$ cat src/rtl/core/rti_pkg.sv
// Shared types, widths and codes for the ray/triangle intersection block.
// No dependencies; every other file in rtl/core imports this package.
package rti_pkg;

    localparam int COORD_W           = 32;
    localparam int DIFF_W            = COORD_W + 1;
    localparam int PROD_W            = 2 * DIFF_W;
    localparam int CROSS_W           = PROD_W + 1;
    localparam int LO_W              = DIFF_W + 1;
    localparam int HI_W              = CROSS_W - LO_W;
    localparam int PLO_W             = DIFF_W + LO_W + 1;
    localparam int DOT_W             = DIFF_W + CROSS_W + 2;
    localparam int QBITS             = COORD_W + 1;
    localparam int CFG_IDX_W         = 3;
    localparam int DEFAULT_FRAC_BITS = 16;
    localparam int QUEUE_DEPTH       = 4;

    typedef logic signed [COORD_W-1:0] coord_t;
    typedef logic signed [DIFF_W-1:0]  diff_t;
    typedef logic signed [PROD_W-1:0]  prod_t;
    typedef logic signed [CROSS_W-1:0] cross_t;
    typedef logic signed [PLO_W-1:0]   plo_t;
    typedef logic signed [DOT_W-1:0]   dot_t;

    typedef enum logic [2:0] {
        OUT_HIT      = 3'd0,
        OUT_PARALLEL = 3'd1,
        OUT_U_OUT    = 3'd2,
        OUT_V_OUT    = 3'd3,
        OUT_BEHIND   = 3'd4
    } outcome_t;

    typedef enum logic [CFG_IDX_W-1:0] {
        REG_ORIGIN_X = 3'd0,
        REG_ORIGIN_Y = 3'd1,
        REG_ORIGIN_Z = 3'd2,
        REG_DIR_X    = 3'd3,
        REG_DIR_Y    = 3'd4,
        REG_DIR_Z    = 3'd5
    } cfg_reg_t;

    // Word passed from classifier to divider; cls of OUT_HIT marks a candidate.
    typedef struct packed {
        outcome_t cls;
        dot_t     a;
        dot_t     tn;
    } job_t;

    function automatic diff_t dsub(coord_t x, coord_t y);
        diff_t r;
        r = {x[COORD_W-1], x} - {y[COORD_W-1], y};
        return r;
    endfunction

    function automatic diff_t dext(coord_t x);
        diff_t r;
        r = {x[COORD_W-1], x};
        return r;
    endfunction

endpackage

$ cat src/rtl/core/rti_queue.sv
// Short FIFO of job_t words between the classifier and the divider.
// Depends on rti_pkg for job_t.
module rti_queue
    import rti_pkg::*;
#(
    parameter int DEPTH = QUEUE_DEPTH
)
(
    input  logic clk,
    input  logic rst_n,
    input  logic push_valid,
    output logic push_ready,
    input  job_t push_word,
    output logic pop_valid,
    input  logic pop_ready,
    output job_t pop_word
);

    localparam int PW = (DEPTH > 1) ? $clog2(DEPTH) : 1;
    localparam int CW = $clog2(DEPTH + 1);

    job_t          mem [DEPTH];
    logic [PW-1:0] wr_ptr_reg, wr_ptr_next, rd_ptr_reg, rd_ptr_next;
    logic [CW-1:0] count_reg, count_next;
    logic          push, pop;

    assign push_ready = (count_reg != CW'(DEPTH));
    assign pop_valid  = (count_reg != '0);
    assign push       = push_valid && push_ready;
    assign pop        = pop_valid && pop_ready;
    assign pop_word   = mem[rd_ptr_reg];

    always_comb
    begin
        wr_ptr_next = wr_ptr_reg;
        rd_ptr_next = rd_ptr_reg;
        count_next  = count_reg;
        if (push)
            wr_ptr_next = (wr_ptr_reg == PW'(DEPTH - 1)) ? '0 : wr_ptr_reg + 1'b1;
        if (pop)
            rd_ptr_next = (rd_ptr_reg == PW'(DEPTH - 1)) ? '0 : rd_ptr_reg + 1'b1;
        if (push && !pop)
            count_next = count_reg + 1'b1;
        else if (pop && !push)
            count_next = count_reg - 1'b1;
    end

    always_ff @(posedge clk or negedge rst_n)
    begin
        if (!rst_n)
        begin
            wr_ptr_reg <= '0;
            rd_ptr_reg <= '0;
            count_reg  <= '0;
        end
        else
        begin
            wr_ptr_reg <= wr_ptr_next;
            rd_ptr_reg <= rd_ptr_next;
            count_reg  <= count_next;
        end
    end

    always_ff @(posedge clk)
    begin
        if (push)
            mem[wr_ptr_reg] <= push_word;
    end

endmodule

$ cat config.mk
export PLATFORM = sky130hd
export DESIGN_NAME = rti_queue
export DESIGN_NICKNAME = d
export VERILOG_FILES = /design/src/rtl/core/rti_pkg.sv /design/src/rtl/core/rti_queue.sv
export SDC_FILE = /design/constraint.sdc
export NUM_CORES = 1
export LEC_CHECK = 0
export BUFFER_PORTS_ARGS = -buffer_cell sky130_fd_sc_hd__buf_2
export CAP_MARGIN = 0
export CORE_AREA = 8 8 244 246
export DETAILED_ROUTE_END_ITERATION = 8
export DIE_AREA = 0 0 252 254
export GPL_ROUTABILITY_DRIVEN = 1
export PLACE_DENSITY = 0.76
export SLEW_MARGIN = 0
export SYNTH_ARGS = -nofsm -noshare
export SYNTH_HDL_FRONTEND = slang
export SYNTH_SLANG_ARGS = --single-unit
$ cat constraint.sdc
create_clock -name clk -period 18.8 [get_ports clk]
set_input_delay 0.94 -clock clk [delete_from_list [all_inputs] [get_ports clk]]
set_output_delay 0.94 -clock clk [all_outputs]
set_load 0.02 [all_outputs]
== Word-level counts from Yosys, hierarchy flattened ==
Memories as Yosys holds them, arrays and structs flattened.
Index checks and enable logic that the tools add are counted.
Storage, ports and cells
  output and inout port bits: 209
  input port bits: 211
  bits in registers: 7
  word-level logic and storage cells: 25
  bits in writable memories: 828
  memories: 1
Cells by class
  mux-type cells: 6
  equal/unequal tests: 3
  reductions and logical operators: 8
  $add $sub $neg: 4
Memories
  mem: words 4, width 207, rd ports 1, clocked after Yosys merged registers in 0, write ports 1, RTL line rti_queue.sv:22  | job_t mem [DEPTH];
Operator list (number)
  $mux W3: 2
  $add A2 B1 Y2 const B: 2
  $eq A2 B2 Y1 const B: 2
  $logic_and A1 B1 Y1: 4
  $mux W2: 2
  $add A3 B1 Y3 const B: 1
  $ne A3 B3 Y1 const B: 1
  $reduce_bool A3 Y1: 1
  $sub A3 B1 Y3 const B: 1
  $logic_not A1 Y1: 2
  $mux W1: 2
  $reduce_bool A2 Y1: 1

== Depth between registers and ports, before layout ==
Gate-level depths: netlist (run 1).
  depth after elaboration: 6
  mapped depth: 8

== Worst setup path after synthesis (run 1) ==
Ideal clock, no wire load.
  path kind: input port to flip-flop
  from: input port push_valid
  to: memory mem[0][0] (netlist name), enable pin
  library setup time: 0.593 ns
  stages: 2
  required time: 18.207 ns
  buffers on the path: 0
  path slack: 12.160 ns
  arrival: 6.047 ns
  cells stage by stage: a21boi_1 and2_1
On the way
  word-level cells in the longest chain between the ends: 3
Ends and longest elaborated chain
  start: declaration: RTL line rti_queue.sv:11  | input logic push_valid,
  $logic_and A1 B1 Y1: RTL line rti_queue.sv:29  | assign push = push_valid && push_ready;
  $mux W1: RTL line rti_queue.sv:66  | if (push)
  $mux W1 (implied by the code): RTL line rti_queue.sv:67  | mem[wr_ptr_reg] <= push_word;
  end: declaration: RTL line rti_queue.sv:22
No other way between the ends.

==> impl_metrics.csv, run 1 <==
group,metric,value,unit
floorplanning,floorplan.rows,87,
critical_path,number_of_buffers_and_inverters_on_the_critical_path,3,
logic_synthesis,synth-edff-count,828,
drt,met2_length,31730,µm
critical_path,critical_path.max_fanout,52,
placed_design,detailed_place_hpwl,37890,µm
critical_path,crit_path_start_kind,"register",
clock_network,cts_root_buffer,"clkbuf_16",
floorplanning,die-width,252,µm
logic_synthesis,netlist-cell-type-count,19,
clock_network,clock_insertion_delay_worst_skew,0.61,ns
critical_path,critical_path.top_delay_family,"buffers and inverters",
power,largest_vdd_supply_drop,0.1473,mV
timing,final.setup_skew,0.02155,ns
floorplanning,design.die.area,64010,µm²
timing,min_period,4.981,ns
timing,hold_viol,0,
timing,min_period_over_period,26.49,%
floorplanning,boundaryPins,420,
logic_synthesis,synth-seq-cells,835,
global_route,antenna_violations_before_repair,15,
clock_network,cts_num_sinks,835,
clock_network,max_h_tree_level,3,
clock_network,cts_tree,"yes",
timing,report.final.slew_viol_count,0,
drt,postRouteAntennaNets,0,
drt,route.detailed.drc,0,
global_route,groute.usage.overall,18.90,%
timing,tightestPinTransition,1.205,ns
drt,via_per_inst,5.619,
placed_design,gpl.final_weighted_congestion,0.7417,
cells_and_area,max_reg_flops,828,
logic_synthesis,synth.net_count,1336,
timing,timing.setup.tns,0,ns
logic_synthesis,postSynthCellCount,1118,
cells_and_area,areaGrowthSynthToFinish,18.05,%
drt,route.met3.wl,4791,µm
drt,avg_wl_per_cell,25.33,µm
drt,highest-signal-layer,"met5",
power,cellPowerDensity,166.5,nW/µm²
global_route,global_route.overflow_total,0,
placed_design,numPortBuffers,419,
placed_design,detailedPlace.worstSlack,14.26,ns
critical_path,timing.critical_path.slowest_cell_delay,0.92,ns
cells_and_area,drive_gt1_share,46.18,%
global_route,grt_pass1_vias,14520,
critical_path,setup.worst_path.start,"rd_ptr_reg[0]",
logic_synthesis,syn_area_per_cell,27.03,µm²
critical_path,critical_path.reg2reg.startpoint,"count_reg[0]",
timing,timing_limited_maximum_frequency,200.8,MHz
power,cellLeakagePower,12.05,nW
logic_synthesis,synth.cell_area,30220,µm²
critical_path,timing.setup.critical_path_class,"reg2out",
logic_synthesis,synth.yosys.seq_area_share,82.86,%
critical_path,crit_path_cell_trace,"buf_4 > buf_4 > mux4_2 > buf_2",
logic_synthesis,postSynth.asyncResetShare,0.8383,%
critical_path,critPathCaptureType,"output port",
logic_synthesis,synthesis.yosys.warnings,0,
job,max_cap_viol_count,0,
drt,dr.pass1.iters,5,
timing,rsz0062_at_grt,"no",
floorplanning,initial_utilization,54.22,%
clock_network,count_of_cells_resized_by_post_cts_repair,0,
floorplanning,core_area,55730,µm²
global_route,grt_max_degree,151,
timing,timing.final.setup_violations,0,
critical_path,cell_seen_most_often_among_critical_path_stages,"buf_4",
outcome,run_status,"complete, no violations",
drt,wl,61350,µm
clock_network,post-cts-setup-buffer-count,0,
logic_synthesis,flip_flop_cell_with_the_highest_count_after_synthesis,"edfxtp_1",
timing,relSlewSlack,19.68,%
floorplanning,die-height,254,µm
critical_path,slowest_stage_cell_crit_path,"dfrtp_4",
clock_network,numCtsBuffers,81,
timing,finalWorstSetupSlack,13.82,ns
critical_path,worst-endpoint-arrival,4.04,ns
min_path,hp-class,"in2async",
drt,drt-met1-wl,23080,µm
clock_network,worst_setup_hold_path_clk_slew,0.06,ns
critical_path,cp.required,17.86,ns
global_route,wire_length_of_the_first_global_routing_pass,90110,µm
clock_network,postCtsHoldBufs,0,
drt,initialDrtViolationCount,966,
cells_and_area,layout.nets,1809,
clock_network,cts_buffer_depth,3,
drt,vias,13610,
==> worst register-to-register path: cells and delay by family (launching register included) <==
family / cells / cell delay, ns
AND/OR/NAND/NOR: 2 / 0.77
flip-flops: 1 / 0.44
AO/OA/AOI/OAI: 1 / 0.46
buffers and inverters: 2 / 1.53
==> path summary, 6_finish.rpt <==
kind	cells after the start	to	slack, ns
worst min-delay path	1	wr_ptr_reg[1]	0.17
max in group asynchronous	1	rd_ptr_reg[0]	18.45
worst min register to register	1	count_reg[2]	0.53
worst max-delay path	4	pop_word[121]	13.82
worst max register to register	5	mem[1][120]	15.14
min in group clk	1	count_reg[2]	0.53
==> per-stage QoR <==
stage | util (%) | hold WS [ns] | area [µm²] | cells | total power, W
3_3_place_gp | 59.48 | 0.5206 | 33150 | 2264 | 0.004458
6_report | 64.01 | 0.1676 | 35670 | 2422 | 0.005941
2_1_floorplan | - | 0.4751 | 30220 | 1118 | 0.003931
5_1_grt | 63.96 | 0.1375 | 35650 | 2412 | 0.006179
3_5_place_dp | 59.48 | 0.5230 | 33150 | 2264 | 0.004489
4_1_cts | 63.93 | 0.1200 | 35630 | 2406 | 0.006020
==> power breakdown <==
part	internal [W]	switching (W)	leakage (nW)
logic	0.000718	0.00112	3.17
registers	0.00246	0.000134	7.66
clock network	0.000871	0.000642	1.22
==> final cells by class <==
cell class | count | area (µm²)
multi-input combinational | 234 | 4911
timing repair buffer | 436 | 2237
inverter | 3 | 11.26
sequential | 835 | 25050
clock inverter | 42 | 319.1
fill | 3589 | 20060
clock buffer | 100 | 2162
tap | 756 | 945.9
antenna | 16 | 40.04
==> cells in the mapped netlist, types with 2 or more instances <==
library cell	instances	area, µm²
buf_2	25	125.1
xor2_1	2	17.52
buf_1	6	22.52
nor2_1	4	15.01
mux2_2	5	56.30
buf_6	3	33.78
buf_4	11	82.58
nand2_1	2	7.510
dfrtp_1	7	175.2
and2_1	4	25.02
edfxtp_1	828	24860
ha_1	6	75.07
mux4_2	207	4662
inv_1	3	11.26
==> per-layer routing <==
metal | GRT usage (%) | vias up
met4 | 6.960 | 10
met2 | 31.66 | 441
met5 | 0 | -
li1 | - | 5843
met1 | 23.34 | 7210
met3 | 5.675 | 105
==> cells by family (layout without fill, tap and decap cells) <==
family                   Yosys count  in the layout  synth area share [%]
flip-flops                       835            835                 82.86
adder cells (fa/ha/maj)            7              7                0.3147
other                              0             16                     0
buffers and inverters             49            581                0.9233
XOR/XNOR                           3              3               0.08697
AND/OR/NAND/NOR                   11             11                0.1780
multiplexers                     212            212                 15.61
AO/OA/AOI/OAI                      1              1               0.02485
==> placed cells by master, fill, tap and decap left out, types with 4 or more instances in the layout <==
master,n
edfxtp_1,828
buf_2,419
mux4_2,207
clkbuf_16,84
clkinv_1,18
diode_2,16
clkbuf_1,16
buf_4,16
clkinv_2,14
ha_1,6
mux2_2,5
dfrtp_1,5
nor2_1,4
and2_4,4
bufinv_16,4
No activity file was read; power rests on OpenSTA's default activity.
==> inputs of run 2 (changes only) <==
Settings changed: CORE_AREA 8 8 244 246 to 8 8 253 255, DIE_AREA 0 0 252 254 to 0 0 261 263, PLACE_DENSITY 0.76 to 0.74.
Clock period 18.8 ns to 4.55 ns, I/O delays scaled along.
==> run 2 against run 1 <==
Via count up 9.9%. Flip-flop and latch count unchanged. Clock-buffer cell count down 1. Non-clock buffer count up 241. Global-route usage up 0.90 points. Combinational power rose to 4.5 times the previous value. Critical path depth down 1. Core utilization about the same. Sequential share of layout area down 4.9 points. Cell count up 11%. Critical path type unchanged. Critical endpoint is now pop_word[175].
==> impl_metrics.csv, run 2 (synthesis results as in run 1) <==
group,metric,value,unit
cells_and_area,final_design_area_no_fill,38320,µm²
clock_network,cts_root_buffer,"clkbuf_16",
timing,timing.setup.tns,0,ns
power,largest_vdd_supply_drop,0.4466,mV
floorplanning,design.die.area,68640,µm²
critical_path,timing.critical_path.slowest_cell_delay,1.08,ns
timing,hold_viol,0,
drt,wl,68760,µm
min_path,timing.hold.worst.start,"push_valid",
timing,final.setup_skew,0.01183,ns
drt,postRouteAntennaNets,0,
clock_network,cts_num_sinks,835,
floorplanning,boundaryPins,420,
floorplanning,die-width,261,µm
critical_path,number_of_buffers_and_inverters_on_the_critical_path,2,
timing,min_period_over_period,70.07,%
critical_path,worst-endpoint-arrival,2.96,ns
drt,route.detailed.drc,0,
power,total_power,0.02544,W
cells_and_area,areaGrowthSynthToFinish,26.81,%
critical_path,crit_path_cell_trace,"buf_4 > mux4_2 > buf_2",
critical_path,slowest_stage_cell_crit_path,"dfrtp_4",
placed_design,gpl.final_weighted_congestion,0.7317,
timing,finalWorstSetupSlack,1.362,ns
global_route,grt_max_degree,61,
drt,dr.pass1.iters,5,
cells_and_area,layout.nets,2051,
cells_and_area,nFillCells,3805,
power,cellLeakagePower,13.19,nW
drt,via_per_inst,5.574,
timing,min_period,3.188,ns
floorplanning,core_area,59910,µm²
placed_design,placed_area,33630,µm²
global_route,global_route.overflow_total,0,
clock_network,clock_insertion_delay_worst_skew,0.62,ns
floorplanning,die-height,263,µm
clock_network,max_h_tree_level,3,
min_path,hp-class,"in2reg",
critical_path,cp.required,4.32,ns
timing,rsz0062_at_grt,"no",
placed_design,numPortBuffers,419,
floorplanning,floorplan.rows,90,
placed_design,detailedPlace.worstSlack,1.776,ns
global_route,wire_length_of_the_first_global_routing_pass,101900,µm
clock_network,numCtsBuffers,82,
cells_and_area,layout.cells.most_common_list,"edfxtp_1, buf_2, dlygate4sd3_1",
power,cellPowerDensity,663.9,nW/µm²
critical_path,crit_path_start_kind,"register",
timing,tightestPinTransition,1.039,ns
global_route,groute.usage.overall,19.80,%
critical_path,critical_path.top_delay_family,"flip-flops",
critical_path,critical_path.reg2reg.startpoint,"count_reg[0]",
clock_network,cts_tree,"yes",
timing,timing.final.setup_violations,0,
critical_path,timing.setup.critical_path_class,"reg2out",
clock_network,worst_setup_hold_path_clk_slew,0.06,ns
cells_and_area,commonest_non_fill_non_tap_cell_in_the_layout,"edfxtp_1",
critical_path,setup.worst_path.start,"rd_ptr_reg[0]",
global_route,grt_pass1_vias,16510,
timing,report.final.slew_viol_count,0,
cells_and_area,max_reg_flops,828,
timing,relSlewSlack,30.72,%
clock_network,count_of_cells_resized_by_post_cts_repair,0,
drt,avg_wl_per_cell,25.62,µm
outcome,run_status,"complete, no violations",
critical_path,critPathCaptureType,"output port",
timing,timing_limited_maximum_frequency,313.7,MHz
floorplanning,initial_utilization,50.44,%
global_route,antenna_violations_before_repair,7,
job,max_cap_viol_count,0,
placed_design,detailed_place_hpwl,40160,µm
critical_path,critical_path.max_fanout,46,
drt,initialDrtViolationCount,1399,
cells_and_area,drive_gt1_share,42.10,%
clock_network,cts_buffer_depth,3,
drt,vias,14960,
run 2: changes by cell type in the layout (fill, tap and decap cells not counted), sizes merged:
cell,before,now
dlygate4sd3,0,210
buf,436,467
diode,16,9
inv,6,10
clkinv,34,32
bufinv,4,5
clkbuf,100,99
run 2: report_power, final:
part | total, W | switching [W] | internal [W]
Clock | 0.00650 | 0.00283 | 0.00367
Combinational | 0.00819 | 0.00485 | 0.00334
Sequential | 0.0108 | 0.000620 | 0.0101
Total | 0.0254 | 0.00830 | 0.0171
run 2: final timing paths:
kind | end | slack, ns | cells past startpoint
min reg2reg | count_reg[2] | 0.52 | 1
max | pop_word[175] | 1.36 | 3
min in group asynchronous | wr_ptr_reg[1] | 0.62 | 3
max in group asynchronous | rd_ptr_reg[0] | 3.64 | 3
max reg2reg | mem[3][59] | 1.81 | 4
min | wr_ptr_reg[0] | 0.19 | 3
run 2: final cells by class:
cell class | count | area [µm²] | share of cell area, %
antenna | 9 | 22.52 | 0.05877
clock inverter | 45 | 429.2 | 1.120
timing repair buffer | 677 | 4785 | 12.49
sequential | 835 | 25050 | 65.36
inverter | 3 | 11.26 | 0.02939
multi-input combinational | 234 | 4911 | 12.82
tap | 782 | 978.4 | 2.553
clock buffer | 99 | 2137 | 5.577
run 2: metrics by stage:
step / hold WS, ns / std cells / utilization [%]
final: 0.1852 / 2684 / 63.97
after global routing: 0.1833 / 2682 / 63.96
after CTS: 0.1311 / 2675 / 63.93
after detailed placement: 0.07550 / 2321 / 56.14
after global placement: 0.06698 / 2321 / 56.14
after floorplan: -0.06809 / 1118 / -
run 2: per-layer routing:
layer  GRT usage [%]  up-vias  wire length (µm)
met5               0        -                 0
met4           7.783        0              2402
met3           4.994      134              5163
met2           33.43      622             35070
met1           24.47     7870             26130
li1                -     6334                 -
run 2: worst min-delay path, cell delays in order:
cell and delay (ns):
buf_2 0.10, a21boi_1 0.19, mux2_2 0.25
run 2: what timing repair did:
action | CTS | global route
endpoints found under the hold margin | 836 | 0
hold buffers | 210 | 0
setup buffers | 0 | 0
==> inputs of run 3 (changes only) <==
Clock period 4.55 ns to 2.6 ns, I/O delays scaled along.
==> run 3 against run 2 <==
Die area unchanged. Global-route usage down 0.81 points. Register-to-register slack worse by 1.3 ns. Wire length down 3.8%. Power up 78%. Clock skew up 0.0072 ns. Final area up 0.78%. Clock power up 89%. Worst setup slack worse by 1.3 ns. Clock-buffer cell count up 6. Via count down 1.4%.
==> impl_metrics.csv, run 3 (synthesis results as in run 1) <==
group,metric,value,unit
outcome,run_status,"complete, no violations",
critical_path,timing.rr.end,"count_reg[2]",
timing,timing_limited_maximum_frequency,401.5,MHz
global_route,wire_length_of_the_first_global_routing_pass,98370,µm
clock_network,clock_insertion_delay_worst_skew,0.61,ns
drt,avg_wl_per_cell,24.63,µm
critical_path,critical_path_depth,3,
timing,timing.final.setup_violations,0,
critical_path,critical_path.top_delay_family,"flip-flops",
critical_path,critPathCaptureType,"output port",
cells_and_area,final_design_area_no_fill,38620,µm²
drt,dr.pass1.iters,5,
cells_and_area,areaGrowthSynthToFinish,27.80,%
floorplanning,floorplan.rows,90,
cells_and_area,layout.nets,2043,
timing,relSlewSlack,62.34,%
drt,initialDrtViolationCount,1060,
drt,postRouteAntennaNets,0,
global_route,grt_pass1_vias,15970,
drt,wl,66170,µm
clock_network,cts_root_buffer,"clkbuf_16",
global_route,groute.usage.overall,18.99,%
floorplanning,initial_utilization,50.44,%
timing,hold_viol,0,
power,cellLeakagePower,13.28,nW
power,power_switching_share,31.82,%
timing,tightestPinTransition,0.5649,ns
floorplanning,die-height,263,µm
global_route,gr-usage-met3,4.994,%
global_route,layer_carrying_the_most_global_route_usage,"met2",
global_route,antenna_violations_before_repair,10,
power,proportion_of_power_drawn_by_the_clock_network,27.1,%
min_path,min_path_cells,3,
critical_path,critical_path.reg2reg.startpoint,"count_reg[1]",
job,max_cap_viol_count,0,
cells_and_area,final_util,64.47,%
clock_network,cts_tree,"yes",
clock_network,max_h_tree_level,3,
power,total_switching_power,0.01444,W
cells_and_area,register_area,25050,µm²
global_route,groute.layer.met1.usage,23.75,%
clock_network,numCtsBuffers,84,
floorplanning,core_area,59910,µm²
min_path,timing.hold.worst.start,"push_valid",
cells_and_area,layout.cells.most_common_list,"edfxtp_1, buf_2, dlygate4sd3_1",
critical_path,number_of_buffers_and_inverters_on_the_critical_path,2,
global_route,groute.layer.met2.usage,31.83,%
placed_design,gpl.final_weighted_congestion,0.7358,
critical_path,worst-endpoint-arrival,2.36,ns
critical_path,worst_case_register_to_register_setup_slack,0.48,ns
critical_path,timing.setup.critical_path_class,"reg2out",
clock_network,worst_setup_hold_path_clk_slew,0.06,ns
critical_path,crit_path_cell_trace,"buf_12 > mux4_2 > buf_2",
critical_path,critical_path.max_fanout,56,
timing,report.final.slew_viol_count,0,
power,p_int,0.03094,W
drt,via_per_inst,5.492,
timing,final.setup_skew,0.01901,ns
floorplanning,die-width,261,µm
cells_and_area,multi_input_comb_area,4917,µm²
power,power.sequential.fraction,40.6,%
clock_network,post-cts-setup-buffer-count,0,
critical_path,cp.required,2.47,ns
timing,min_period_over_period,95.79,%
floorplanning,boundaryPins,420,
power,largest_vdd_supply_drop,0.9077,mV
critical_path,timing.critical_path.slowest_cell_delay,0.71,ns
global_route,grt_max_degree,82,
clock_network,cts_num_sinks,835,
floorplanning,design.die.area,68640,µm²
power,comb_power_share,32.2,%
cells_and_area,nFillCells,3829,
timing,min_period,2.491,ns
critical_path,crit_path_start_kind,"register",
placed_design,numPortBuffers,419,
clock_network,cts_buffer_depth,3,
critical_path,slowest_stage_cell_crit_path,"dfrtp_4",
cells_and_area,drive_gt1_share,42.09,%
min_path,min_delay_worst_endpoint,"wr_ptr_reg[1]",
critical_path,reg2regPathDepth,8,
drt,vias,14760,
cells_and_area,max_reg_flops,828,
placed_design,placed_area,33640,µm²
placed_design,detailed_place_hpwl,39050,µm
power,cellPowerDensity,1175,nW/µm²
timing,rsz0062_at_grt,"no",
drt,route.detailed.drc,0,
cells_and_area,commonest_non_fill_non_tap_cell_in_the_layout,"edfxtp_1",
global_route,global_route.overflow_total,0,
min_path,hp-class,"in2reg",
run 3: changes by cell type in the layout (fill, tap and decap cells not counted), moves of 3 or more:
cell / previous run / this run
buf_4: 30 / 11
bufinv_16: 5 / 12
buf_12: 18 / 24
clkinv_2: 14 / 9
clkbuf_1: 16 / 20
clkinvlp_4: 1 / 5
buf_6: 0 / 3
run 3: how the worst max path moves through the flow:
stage	start	endpoint	slack, ns
floorplan	count_reg[0]	mem[0][0]	-0.08
detailed placement	count_reg[1]	count_reg[2]	0.51
global route	rd_ptr_reg[0]	pop_word[82]	0.03
CTS	rd_ptr_reg[0]	pop_word[165]	-0.006
global placement	count_reg[1]	count_reg[2]	0.53
finish	rd_ptr_reg[1]	pop_word[147]	0.11
run 3: worst reg2reg max path: stages, from the launching register on:
cell and delay [ns]:
dfrtp_1 0.42, or3_1 0.41, nand2_1 0.14, ha_1 0.20, inv_1 0.06, fa_1 0.37, xor2_1 0.16, nor2_1 0.13
xor2_1 0.15
run 3: metrics by stage:
step                 TNS [ns]  power (W)  setup WS [ns]  std cells  hold slack, ns
finish                      0    0.04538         0.1095       2687         0.07404
global route                0    0.04717        0.02942       2682         0.05039
CTS                 -0.009163    0.04588      -0.005802       2678         0.03194
detailed placement          0    0.03317         0.5077       2311        -0.02097
global placement            0    0.03295         0.5315       2311        -0.02996
floorplan              -62.21    0.02795       -0.07514       1118         -0.1656
run 3: repair_timing:
action	in CTS	in global routing
cloned	0	0
gates resized for setup	0	3
setup endpoints to repair	2	11
endpoints found under the hold margin	837	0
hold buffers	210	0
run 3: layout make-up:
cell class / count / area share, %
repair buffers: 667 / 12.42
inverters: 3 / 0.02916
clock buffers: 105 / 5.702
flip-flops and latches: 835 / 64.85
diodes: 9 / 0.05832
multi-input cells: 234 / 12.73
clock inverters: 52 / 1.672
well taps: 782 / 2.534
run 3: routing by layer:
metal	vias up	wire (µm)
met3	114	5460
met2	659	34020
met1	7660	24750
met4	2	1935
li1	6323	-
met5	-	12
run 3: power by group through the flow:
stage / combinational, W / clock [W] / sequential (W)
4_1_cts: 0.0149 / 0.0126 / 0.0185
3_5_place_dp: 0.0145 / 0 / 0.0187
3_3_place_gp: 0.0145 / 0 / 0.0185
5_1_grt: 0.0155 / 0.0131 / 0.0186
6_report: 0.0146 / 0.0123 / 0.0184
2_1_floorplan: 0.00947 / 0 / 0.0185
